<file path="src/rtl/core/assert_macros.svh">
// shared assertion macros for the data stack unit
`ifndef ASSERT_MACROS_SVH
`define ASSERT_MACROS_SVH

// same-cycle implication, disabled during reset
`define ASSERT_IMPLIES(name, clk, rst, ante, cons) \
  name: assert property (@(posedge clk) disable iff (rst) (ante) |-> (cons)) \
    else $error("same-cycle check failed");

// next-cycle implication, disabled during reset
`define ASSERT_NEXT(name, clk, rst, ante, cons) \
  name: assert property (@(posedge clk) disable iff (rst) (ante) |=> (cons)) \
    else $error("next-cycle check failed");

`endif

</file>
<file path="src/rtl/core/fdsu_pkg.sv">
`default_nettype none

package fdsu_pkg;

  // default number of stack entries
  localparam int unsigned STACK_DEPTH_DEF = 64;

  // fixed field widths
  localparam int unsigned DATA_W  = 32;
  localparam int unsigned MODE_W  = 5;
  localparam int unsigned DEPTH_W = 7;

  typedef logic [MODE_W-1:0] mode_t;

  // primitive codes
  localparam mode_t OP_LIT     = 5'd0;
  localparam mode_t OP_DUP     = 5'd1;
  localparam mode_t OP_DROP    = 5'd2;
  localparam mode_t OP_SWAP    = 5'd3;
  localparam mode_t OP_OVER    = 5'd4;
  localparam mode_t OP_ZERO    = 5'd5;
  localparam mode_t OP_ONE     = 5'd6;
  localparam mode_t OP_ADD     = 5'd7;
  localparam mode_t OP_SUB     = 5'd8;
  localparam mode_t OP_MUL     = 5'd9;
  localparam mode_t OP_DIV     = 5'd10;
  localparam mode_t OP_MOD     = 5'd11;
  localparam mode_t OP_EQ      = 5'd12;
  localparam mode_t OP_NE      = 5'd13;
  localparam mode_t OP_GT      = 5'd14;
  localparam mode_t OP_GE      = 5'd15;
  localparam mode_t OP_LT      = 5'd16;
  localparam mode_t OP_LE      = 5'd17;
  localparam mode_t OP_ZEQ     = 5'd18;
  localparam mode_t OP_ZNE     = 5'd19;
  localparam mode_t OP_ZGT     = 5'd20;
  localparam mode_t OP_ZLT     = 5'd21;
  localparam mode_t OP_ZBRANCH = 5'd22;
  localparam mode_t OP_BRANCH  = 5'd23;

  // result status codes
  typedef enum logic [1:0] {
    STAT_OK    = 2'd0,
    STAT_UNDER = 2'd1,
    STAT_OVER  = 2'd2,
    STAT_DIVZ  = 2'd3
  } status_t;

  // controller states
  typedef enum logic [2:0] {
    ST_IDLE,
    ST_EXEC,
    ST_DIV,
    ST_FILL,
    ST_DONE
  } state_t;

  // controller to datapath commands
  typedef struct packed {
    logic load;
    logic exec;
    logic div_start;
    logic div_commit;
    logic fill;
    logic publish;
  } dp_cmd_t;

  // datapath to controller status
  typedef struct packed {
    logic fault;
    logic is_div;
    logic refill;
    logic div_done;
  } dp_stat_t;

endpackage

`default_nettype wire

</file>
<file path="src/rtl/core/fdsu_divider.sv">
`default_nettype none

`include "assert_macros.svh"

module fdsu_divider (
  input  logic                        clk,
  input  logic                        rst,
  input  logic                        start,
  input  logic                        is_mod,
  input  logic [fdsu_pkg::DATA_W-1:0] dividend,
  input  logic [fdsu_pkg::DATA_W-1:0] divisor,
  output logic                        done,
  output logic [fdsu_pkg::DATA_W-1:0] result
);
  import fdsu_pkg::*;

  localparam int unsigned CNT_W = $clog2(DATA_W);

  logic              busy;
  logic [CNT_W-1:0]  cnt;
  logic [DATA_W-1:0] rem;
  logic [DATA_W-1:0] quo;
  logic [DATA_W-1:0] dvs;
  logic              neg_q;
  logic              neg_r;
  logic              mod_sel;
  logic [DATA_W:0]   rem_sh;
  logic [DATA_W:0]   diff;

  // one restoring step: shift in next dividend bit, try subtract
  assign rem_sh = {rem, quo[DATA_W-1]};
  assign diff   = rem_sh - {1'b0, dvs};

  // control of the iteration
  always_ff @(posedge clk) begin
    if (rst) begin
      busy <= 1'b0;
      done <= 1'b0;
      cnt  <= '0;
    end else begin
      done <= 1'b0;
      if (start) begin
        busy <= 1'b1;
        cnt  <= '0;
      end else if (busy) begin
        cnt <= cnt + 1'b1;
        if (cnt == CNT_W'(DATA_W - 1)) begin
          busy <= 1'b0;
          done <= 1'b1;
        end
      end
    end
  end

  // magnitudes and partial remainder
  always_ff @(posedge clk) begin
    if (start) begin
      rem     <= '0;
      quo     <= dividend[DATA_W-1] ? (DATA_W'(0) - dividend) : dividend;
      dvs     <= divisor[DATA_W-1] ? (DATA_W'(0) - divisor) : divisor;
      neg_q   <= dividend[DATA_W-1] ^ divisor[DATA_W-1];
      neg_r   <= dividend[DATA_W-1];
      mod_sel <= is_mod;
    end else if (busy) begin
      if (!diff[DATA_W]) begin
        rem <= diff[DATA_W-1:0];
        quo <= {quo[DATA_W-2:0], 1'b1};
      end else begin
        rem <= rem_sh[DATA_W-1:0];
        quo <= {quo[DATA_W-2:0], 1'b0};
      end
    end
  end

  // sign correction, truncation toward zero
  always_comb begin
    if (mod_sel) begin
      result = neg_r ? (DATA_W'(0) - rem) : rem;
    end else begin
      result = neg_q ? (DATA_W'(0) - quo) : quo;
    end
  end

  `ASSERT_NEXT(a_start_busy, clk, rst, start, busy && !done)

endmodule

`default_nettype wire

</file>
<file path="src/rtl/core/fdsu_datapath.sv">
`default_nettype none

`include "assert_macros.svh"

module fdsu_datapath #(
  parameter int unsigned STACK_DEPTH = fdsu_pkg::STACK_DEPTH_DEF
) (
  input  logic                                clk,
  input  logic                                rst,
  input  fdsu_pkg::dp_cmd_t                   cmd,
  output fdsu_pkg::dp_stat_t                  stat,
  input  logic [fdsu_pkg::MODE_W-1:0]         mode,
  input  logic signed [fdsu_pkg::DATA_W-1:0]  literal,
  output logic signed [fdsu_pkg::DATA_W-1:0]  top,
  output logic signed [fdsu_pkg::DATA_W-1:0]  second,
  output logic [fdsu_pkg::DEPTH_W-1:0]        depth,
  output logic                                branch_taken,
  output logic [1:0]                          status
);
  import fdsu_pkg::*;

  localparam int unsigned CNT_W     = $clog2(STACK_DEPTH + 1);
  localparam int unsigned MEM_WORDS = (STACK_DEPTH > 2) ? STACK_DEPTH - 2 : 1;
  localparam int unsigned ADDR_W    = (MEM_WORDS > 1) ? $clog2(MEM_WORDS) : 1;

  // latched item
  mode_t             op;
  logic [DATA_W-1:0] lit;

  // top two entries in registers, the rest in memory
  logic [DATA_W-1:0] tos;
  logic [DATA_W-1:0] nos;
  logic [CNT_W-1:0]  cnt;
  logic [DATA_W-1:0] mem [MEM_WORDS];
  logic [DATA_W-1:0] rdata;
  logic [CNT_W-1:0]  wr_ptr;
  logic [CNT_W-1:0]  rd_ptr;

  // per-item result flags
  status_t           res_status;
  logic              res_taken;

  // decode
  logic              is_push;
  logic              is_binop;
  logic              is_ztest;
  logic              is_divop;
  logic              pops;
  logic [1:0]        need;
  status_t           chk;
  logic [DATA_W-1:0] push_val;
  logic [DATA_W-1:0] alu_res;
  logic [DATA_W-1:0] zt_res;
  logic [DATA_W-1:0] prod;
  logic [DATA_W-1:0] div_res;
  logic              div_done;
  logic              apply;

  assign is_push  = (op == OP_LIT) || (op == OP_DUP) || (op == OP_OVER) ||
                    (op == OP_ZERO) || (op == OP_ONE);
  assign is_binop = (op >= OP_ADD) && (op <= OP_LE);
  assign is_ztest = (op >= OP_ZEQ) && (op <= OP_ZLT);
  assign is_divop = (op == OP_DIV) || (op == OP_MOD);
  assign pops     = is_binop || (op == OP_DROP) || (op == OP_ZBRANCH);

  // entries an op needs
  always_comb begin
    if (is_binop || (op == OP_SWAP) || (op == OP_OVER)) begin
      need = 2'd2;
    end else if (is_ztest || (op == OP_DUP) || (op == OP_DROP) || (op == OP_ZBRANCH)) begin
      need = 2'd1;
    end else begin
      need = 2'd0;
    end
  end

  // underflow before overflow before divide by zero
  always_comb begin
    if (cnt < CNT_W'(need)) begin
      chk = STAT_UNDER;
    end else if (is_push && (cnt == CNT_W'(STACK_DEPTH))) begin
      chk = STAT_OVER;
    end else if (is_divop && (tos == '0)) begin
      chk = STAT_DIVZ;
    end else begin
      chk = STAT_OK;
    end
  end

  assign stat.fault    = (chk != STAT_OK);
  assign stat.is_div   = is_divop;
  assign stat.refill   = pops && (cnt >= CNT_W'(3));
  assign stat.div_done = div_done;

  assign apply = cmd.exec && (chk == STAT_OK) && !is_divop;

  // value pushed
  always_comb begin
    case (op)
      OP_LIT:  push_val = lit;
      OP_DUP:  push_val = tos;
      OP_OVER: push_val = nos;
      OP_ONE:  push_val = DATA_W'(1);
      default: push_val = '0;
    endcase
  end

  // binary ops as second op top
  assign prod = nos * tos;

  always_comb begin
    case (op)
      OP_ADD:  alu_res = nos + tos;
      OP_SUB:  alu_res = nos - tos;
      OP_MUL:  alu_res = prod;
      OP_EQ:   alu_res = DATA_W'(nos == tos);
      OP_NE:   alu_res = DATA_W'(nos != tos);
      OP_GT:   alu_res = DATA_W'($signed(nos) > $signed(tos));
      OP_GE:   alu_res = DATA_W'($signed(nos) >= $signed(tos));
      OP_LT:   alu_res = DATA_W'($signed(nos) < $signed(tos));
      OP_LE:   alu_res = DATA_W'($signed(nos) <= $signed(tos));
      default: alu_res = '0;
    endcase
  end

  // zero tests on the top
  always_comb begin
    case (op)
      OP_ZEQ:  zt_res = DATA_W'(tos == '0);
      OP_ZNE:  zt_res = DATA_W'(tos != '0);
      OP_ZGT:  zt_res = DATA_W'(!tos[DATA_W-1] && (tos != '0));
      OP_ZLT:  zt_res = DATA_W'(tos[DATA_W-1]);
      default: zt_res = '0;
    endcase
  end

  fdsu_divider u_div (
    .clk      (clk),
    .rst      (rst),
    .start    (cmd.div_start),
    .is_mod   (op == OP_MOD),
    .dividend (nos),
    .divisor  (tos),
    .done     (div_done),
    .result   (div_res)
  );

  // stack depth counter
  always_ff @(posedge clk) begin
    if (rst) begin
      cnt <= '0;
    end else if (apply && is_push) begin
      cnt <= cnt + 1'b1;
    end else if ((apply && pops) || cmd.div_commit) begin
      cnt <= cnt - 1'b1;
    end
  end

  // item latch and result flags
  always_ff @(posedge clk) begin
    if (cmd.load) begin
      op  <= mode;
      lit <= literal;
    end
    if (cmd.exec) begin
      res_status <= chk;
      res_taken  <= (chk == STAT_OK) &&
                    ((op == OP_BRANCH) || ((op == OP_ZBRANCH) && (tos == '0)));
    end
  end

  // top two registers
  always_ff @(posedge clk) begin
    if (apply) begin
      if (is_push) begin
        tos <= push_val;
        nos <= tos;
      end else if (op == OP_SWAP) begin
        tos <= nos;
        nos <= tos;
      end else if (is_ztest) begin
        tos <= zt_res;
      end else if (is_binop) begin
        tos <= alu_res;
      end else if ((op == OP_DROP) || (op == OP_ZBRANCH)) begin
        tos <= nos;
      end
    end else if (cmd.div_commit) begin
      tos <= div_res;
    end else if (cmd.fill) begin
      nos <= rdata;
    end
  end

  // spill below the top two, refill from the entry under them
  assign wr_ptr = cnt - CNT_W'(2);
  assign rd_ptr = cnt - CNT_W'(3);

  always_ff @(posedge clk) begin
    if (apply && is_push && (cnt >= CNT_W'(2))) begin
      mem[wr_ptr[ADDR_W-1:0]] <= nos;
    end
    rdata <= mem[rd_ptr[ADDR_W-1:0]];
  end

  // result beat register
  always_ff @(posedge clk) begin
    if (cmd.publish) begin
      top          <= (cnt >= CNT_W'(1)) ? $signed(tos) : '0;
      second       <= (cnt >= CNT_W'(2)) ? $signed(nos) : '0;
      depth        <= DEPTH_W'(cnt);
      branch_taken <= res_taken;
      status       <= res_status;
    end
  end

  `ASSERT_IMPLIES(a_depth_bound, clk, rst, 1'b1, cnt <= CNT_W'(STACK_DEPTH))
  `ASSERT_NEXT(a_fault_keeps_depth, clk, rst, cmd.exec && stat.fault, $stable(cnt))

endmodule

`default_nettype wire

</file>
<file path="src/rtl/core/fdsu_control.sv">
`default_nettype none

`include "assert_macros.svh"

module fdsu_control (
  input  logic               clk,
  input  logic               rst,
  input  logic               in_valid,
  output logic               in_stall,
  output logic               out_valid,
  input  logic               out_stall,
  output fdsu_pkg::dp_cmd_t  cmd,
  input  fdsu_pkg::dp_stat_t stat
);
  import fdsu_pkg::*;

  state_t state;
  state_t state_next;
  logic   out_free;
  logic   out_valid_next;

  assign out_free = !out_valid || !out_stall;

  // next state
  always_comb begin
    state_next = state;
    case (state)
      ST_IDLE: begin
        if (in_valid) begin
          state_next = ST_EXEC;
        end
      end
      ST_EXEC: begin
        if (stat.fault) begin
          state_next = ST_DONE;
        end else if (stat.is_div) begin
          state_next = ST_DIV;
        end else if (stat.refill) begin
          state_next = ST_FILL;
        end else begin
          state_next = ST_DONE;
        end
      end
      ST_DIV: begin
        if (stat.div_done) begin
          state_next = stat.refill ? ST_FILL : ST_DONE;
        end
      end
      ST_FILL: begin
        state_next = ST_DONE;
      end
      ST_DONE: begin
        if (out_free) begin
          state_next = ST_IDLE;
        end
      end
      default: begin
        state_next = ST_IDLE;
      end
    endcase
  end

  // commands
  always_comb begin
    cmd      = '0;
    in_stall = 1'b1;
    case (state)
      ST_IDLE: begin
        in_stall = 1'b0;
        cmd.load = in_valid;
      end
      ST_EXEC: begin
        cmd.exec      = 1'b1;
        cmd.div_start = !stat.fault && stat.is_div;
      end
      ST_DIV: begin
        cmd.div_commit = stat.div_done;
      end
      ST_FILL: begin
        cmd.fill = 1'b1;
      end
      ST_DONE: begin
        cmd.publish = out_free;
      end
      default: begin
        cmd = '0;
      end
    endcase
  end

  // result beat held until taken
  always_comb begin
    if (cmd.publish) begin
      out_valid_next = 1'b1;
    end else if (out_valid && !out_stall) begin
      out_valid_next = 1'b0;
    end else begin
      out_valid_next = out_valid;
    end
  end

  always_ff @(posedge clk) begin
    if (rst) begin
      state     <= ST_IDLE;
      out_valid <= 1'b0;
    end else begin
      state     <= state_next;
      out_valid <= out_valid_next;
    end
  end

  `ASSERT_IMPLIES(a_one_cmd, clk, rst, 1'b1,
                  $onehot0({cmd.load, cmd.exec, cmd.div_commit, cmd.fill, cmd.publish}))
  `ASSERT_NEXT(a_div_enter, clk, rst, cmd.div_start, state == ST_DIV && !stat.div_done)
  `ASSERT_NEXT(a_publish_valid, clk, rst, cmd.publish, out_valid && state == ST_IDLE)

endmodule

`default_nettype wire

</file>
<file path="src/rtl/core/forth_data_stack_unit.sv">
// Forth data stack unit: runs one primitive per input beat on a stack of
// signed 32-bit words (STACK_DEPTH entries) and returns one result beat
// with the new top, second, depth, branch flag and status. The top two
// entries live in registers and the rest in a single-port-write memory
// with a registered read. Items are handled one at a time: a stack op
// passes the execute and done states, with a fill state added when a
// pop has to refill the second entry from memory; / and MOD add a divide
// state for the bit-serial divider (one quotient bit per cycle). A
// finished result sits in an output register, so the next item can be
// accepted while it waits. On underflow, overflow or divide by zero the
// stack is left unchanged.
`default_nettype none

module forth_data_stack_unit #(
  parameter int unsigned STACK_DEPTH = fdsu_pkg::STACK_DEPTH_DEF
) (
  input  logic                                clk,
  input  logic                                rst,
  input  logic                                in_valid,
  output logic                                in_stall,
  input  logic [fdsu_pkg::MODE_W-1:0]         mode,
  input  logic signed [fdsu_pkg::DATA_W-1:0]  literal,
  output logic                                out_valid,
  input  logic                                out_stall,
  output logic signed [fdsu_pkg::DATA_W-1:0]  top,
  output logic signed [fdsu_pkg::DATA_W-1:0]  second,
  output logic [fdsu_pkg::DEPTH_W-1:0]        depth,
  output logic                                branch_taken,
  output logic [1:0]                          status
);
  import fdsu_pkg::*;

  dp_cmd_t  cmd;
  dp_stat_t stat;

  // sequencer
  fdsu_control u_ctrl (
    .clk       (clk),
    .rst       (rst),
    .in_valid  (in_valid),
    .in_stall  (in_stall),
    .out_valid (out_valid),
    .out_stall (out_stall),
    .cmd       (cmd),
    .stat      (stat)
  );

  // stack, alu, divider and result register
  fdsu_datapath #(
    .STACK_DEPTH (STACK_DEPTH)
  ) u_dp (
    .clk          (clk),
    .rst          (rst),
    .cmd          (cmd),
    .stat         (stat),
    .mode         (mode),
    .literal      (literal),
    .top          (top),
    .second       (second),
    .depth        (depth),
    .branch_taken (branch_taken),
    .status       (status)
  );

endmodule

`default_nettype wire

</file>
<file path="config.mk">
export PLATFORM = sky130hd
export DESIGN_NAME = forth_data_stack_unit
export DESIGN_NICKNAME = d
export VERILOG_FILES = /design/src/rtl/core/fdsu_pkg.sv /design/src/rtl/core/fdsu_divider.sv /design/src/rtl/core/fdsu_datapath.sv /design/src/rtl/core/fdsu_control.sv /design/src/rtl/core/forth_data_stack_unit.sv
export VERILOG_INCLUDE_DIRS = /design/src /design/src/rtl/core
export SDC_FILE = /design/constraint.sdc
export NUM_CORES = 2
export LEC_CHECK = 0
export BUFFER_PORTS_ARGS = -buffer_cell sky130_fd_sc_hd__buf_2
export CAP_MARGIN = 0
export CORE_MARGIN = 2
export CORE_UTILIZATION = 50
export CTS_BUF_LIST = sky130_fd_sc_hd__clkbuf_4
export DETAILED_ROUTE_END_ITERATION = 16
export GPL_TIMING_DRIVEN = 0
export PLACE_DENSITY_LB_ADDON = 0.15
export SLEW_MARGIN = 20
export SYNTH_ARGS = -nofsm -noshare
export SYNTH_HDL_FRONTEND = slang
export SYNTH_SLANG_ARGS = --single-unit
</file>
<file path="constraint.sdc">
create_clock -name clk -period 16.3 [get_ports clk]
set_input_delay 3.26 -clock clk [delete_from_list [all_inputs] [get_ports clk]]
set_output_delay 3.26 -clock clk [all_outputs]
set_load 0.01 [all_outputs]
</file>
==> impl_metrics.tcl <==
set metrics [dict create \
    multiInputGateArea_mm2 0.0410 \
    arrival_ps 11020 \
    die_w_um 478 \
    rows 174 \
    place_hpwl_um 264000 \
    cts_tree "yes" \
    path_clk_slew_ps 70 \
    largest_register_ff_count 1984 \
    start_kind "flop" \
    cap_violations 0 \
    core_mm2 0.224 \
    placed_area_mm2 0.122 \
    netlist_top_cells_area "edfxtp_1 (60%), mux4_2 (12%), fa_1 (7.3%)" \
    layout.cells.non_filler 11498 \
    final_common_cell "edfxtp_1" \
    mappedNetlistNets 7846 \
    async_flop_share_pct 0 \
    ys_seq_area_share_pct 61.0 \
    ys.flop_type "edfxtp_1" \
    worstReg2RegStart "u_dp.nos[11]" \
    synth_edf_count 2229 \
    hold_start "u_dp.cnt[5]" \
    port_buffers 115 \
    syn2layout_area_growth_pct 14.7 \
    grt_pass1_vias 70632 \
    num_vias 70253 \
    drtIter0Drc 8549 \
    start_util_pct 50.1 \
    grt_pass1_wl_um 511000 \
    ioPinCount 117 \
    wl_per_cell_um 31.3 \
    rsz0062_at_grt "no" \
    yosys_warnings 0 \
    hold_path_class "flop to flop" \
    maxSlewHeadroom_pct 8.00 \
    htree_levels 6 \
    synth_cell_type_count 85 \
    cts_sinks 2311 \
    syn_avg_cell_area_um2 15.7 \
    insertion_delay_ps 1420 \
    overflow 0 \
    drtAntennaViolNets 0 \
    cp.required_ps 17430 \
    skew_ps 150 \
    fin_crit_sh_pct 60.7 \
    viasPerCell 6.11 \
    outcome "finished, final reports clean" \
    finalSetupTns_ps 0 \
    max_slew.worst_pin.slew_ps 1370 \
    hold_viol 0 \
    yosysTopAreaCell "edfxtp_1" \
    postCtsSetupBuffers 0 \
    fin_area_mm2 0.129 \
    fill_cells 17774 \
    cts_buffers 612 \
    chipHeight_um 478 \
    dp_cells 10484 \
    slew_viol_final 0 \
    antenna_found_initial 17 \
    dieArea_mm2 0.229 \
    root_buffer "clkbuf_4" \
    cts.repair.resized 0 \
    clockBufferDepth 4 \
    synth_cells 7165 \
    drive_gt1_share_pct 23.2 \
    ys_ff_latch 2311 \
    syn_area_mm2 0.112 \
    path_max_fanout 12 \
    fin_nets 8789 \
    synth_top_area_share_pct 59.5 \
    drt-pass1-iter-count 14 \
    criticalPathCategory "flop to flop" \
    track_usage_pct 31.5 \
    place_congestion 1.08 \
    min_period_ps 9900 \
    wirelength_um 360000 \
    end_kind "flop" \
    final_cell_mix "edfxtp_1 (2229), clkbuf_4 (864), mux4_2 (576)" \
    setup_violations 0 \
    drc 0 \
    seqCellArea_mm2 0.0686 \
    fmax_ghz 0.101 \
    hold_buffers 0 \
    grt_max_degree 45 \
    crit_path_start "u_dp.nos[11]" \
]
path summary, 6_finish.rpt:
path / end / slack [ps] / cells past startpoint
hold / removal: u_dp.depth[5] / 430 / 0
setup reg to reg: u_dp.tos[29] / 6400 / 24
hold reg to reg: u_dp.depth[5] / 430 / 0
setup / recovery: u_dp.tos[29] / 6400 / 24
cells in the mapped netlist (12+ instances only):
library cell and instances:
edfxtp_1 2229, mux4_2 576, inv_1 492, nand2_1 438, fa_1 411, clkbuf_1 358
nor2_1 339, and2_1 292, o21ai_0 239, a21oi_1 236, ha_1 229, xnor2_1 166
a211oi_1 114, mux2i_1 99, xor2_1 86, dfxtp_1 82, nor3_1 66, nor2b_1 59
buf_1 52, a21o_1 46, o31ai_1 41, nand2b_1 39, nand3_1 29, a22oi_1 27
o211ai_1 27, or3_1 26, a31oi_1 23, nand4_1 22, o21bai_1 21, a221oi_1 19
or4_1 19, o21a_1 18, o22ai_1 18, o41ai_1 18, nor4_1 17, a222oi_1 15
a221o_1 12, o221ai_1 12
routing by layer:
metal,global-route usage (%),share of wire (%)
met1,41.9,38
met4,19.0,6.8
met5,0,0
met3,7.49,9.2
met2,47.4,45
worst max-delay path, stage by stage, from the launching register on:
cell and delay [ps]:
edfxtp_1 770, clkbuf_1 780, clkbuf_1 820, and2_1 270, fa_1 440, fa_1 440
fa_1 550, inv_1 50, fa_1 470, inv_1 50, fa_1 500, inv_1 50
fa_1 550, inv_1 60, fa_1 490, fa_1 420, ha_1 430, a21oi_1 180
o21ai_0 130, o2bb2ai_1 680, o21ai_0 330, nor2b_1 220, o21ai_0 560, o211ai_1 240
a21o_1 230
logic make-up (layout without fill, tap and decap cells):
logic type	after synthesis	in the layout	share of synthesized area (%)
adders and majority gates	640	640	9.87
other	0	14	0
DFF	2311	2311	61.0
and+or+nand+nor	1397	1397	6.05
muxes	677	677	12.4
xor gates and xnor gates	252	252	1.96
AOI/OAI and AO/OA	972	972	5.62
buffers and inverters	916	2243	3.08
stage by stage:
step,worst slack [ps],hold WS (ps),utilization (%)
detailed placement,6290,412,54.2
global placement,4930,417,52.1
CTS,6290,431,57.5
floorplan,8460,400,-
finish,6400,435,57.5
global route,6360,443,57.5
area by class of cell:
type                            count  area share [%]
Tap cell                         2992            2.90
Multi-Input combinational cell   3938            31.8
Inverter                          496            1.44
Antenna cell                       14          0.0272
Buffer                            420            1.27
Timing Repair Buffer              329            3.66
Clock buffer                      863            5.02
Sequential cell                  2311            53.2
Clock inverter                    135           0.663
Power is not shown: default switching activity piles up to over one toggle a cycle in this logic, so the estimate is an artifact.
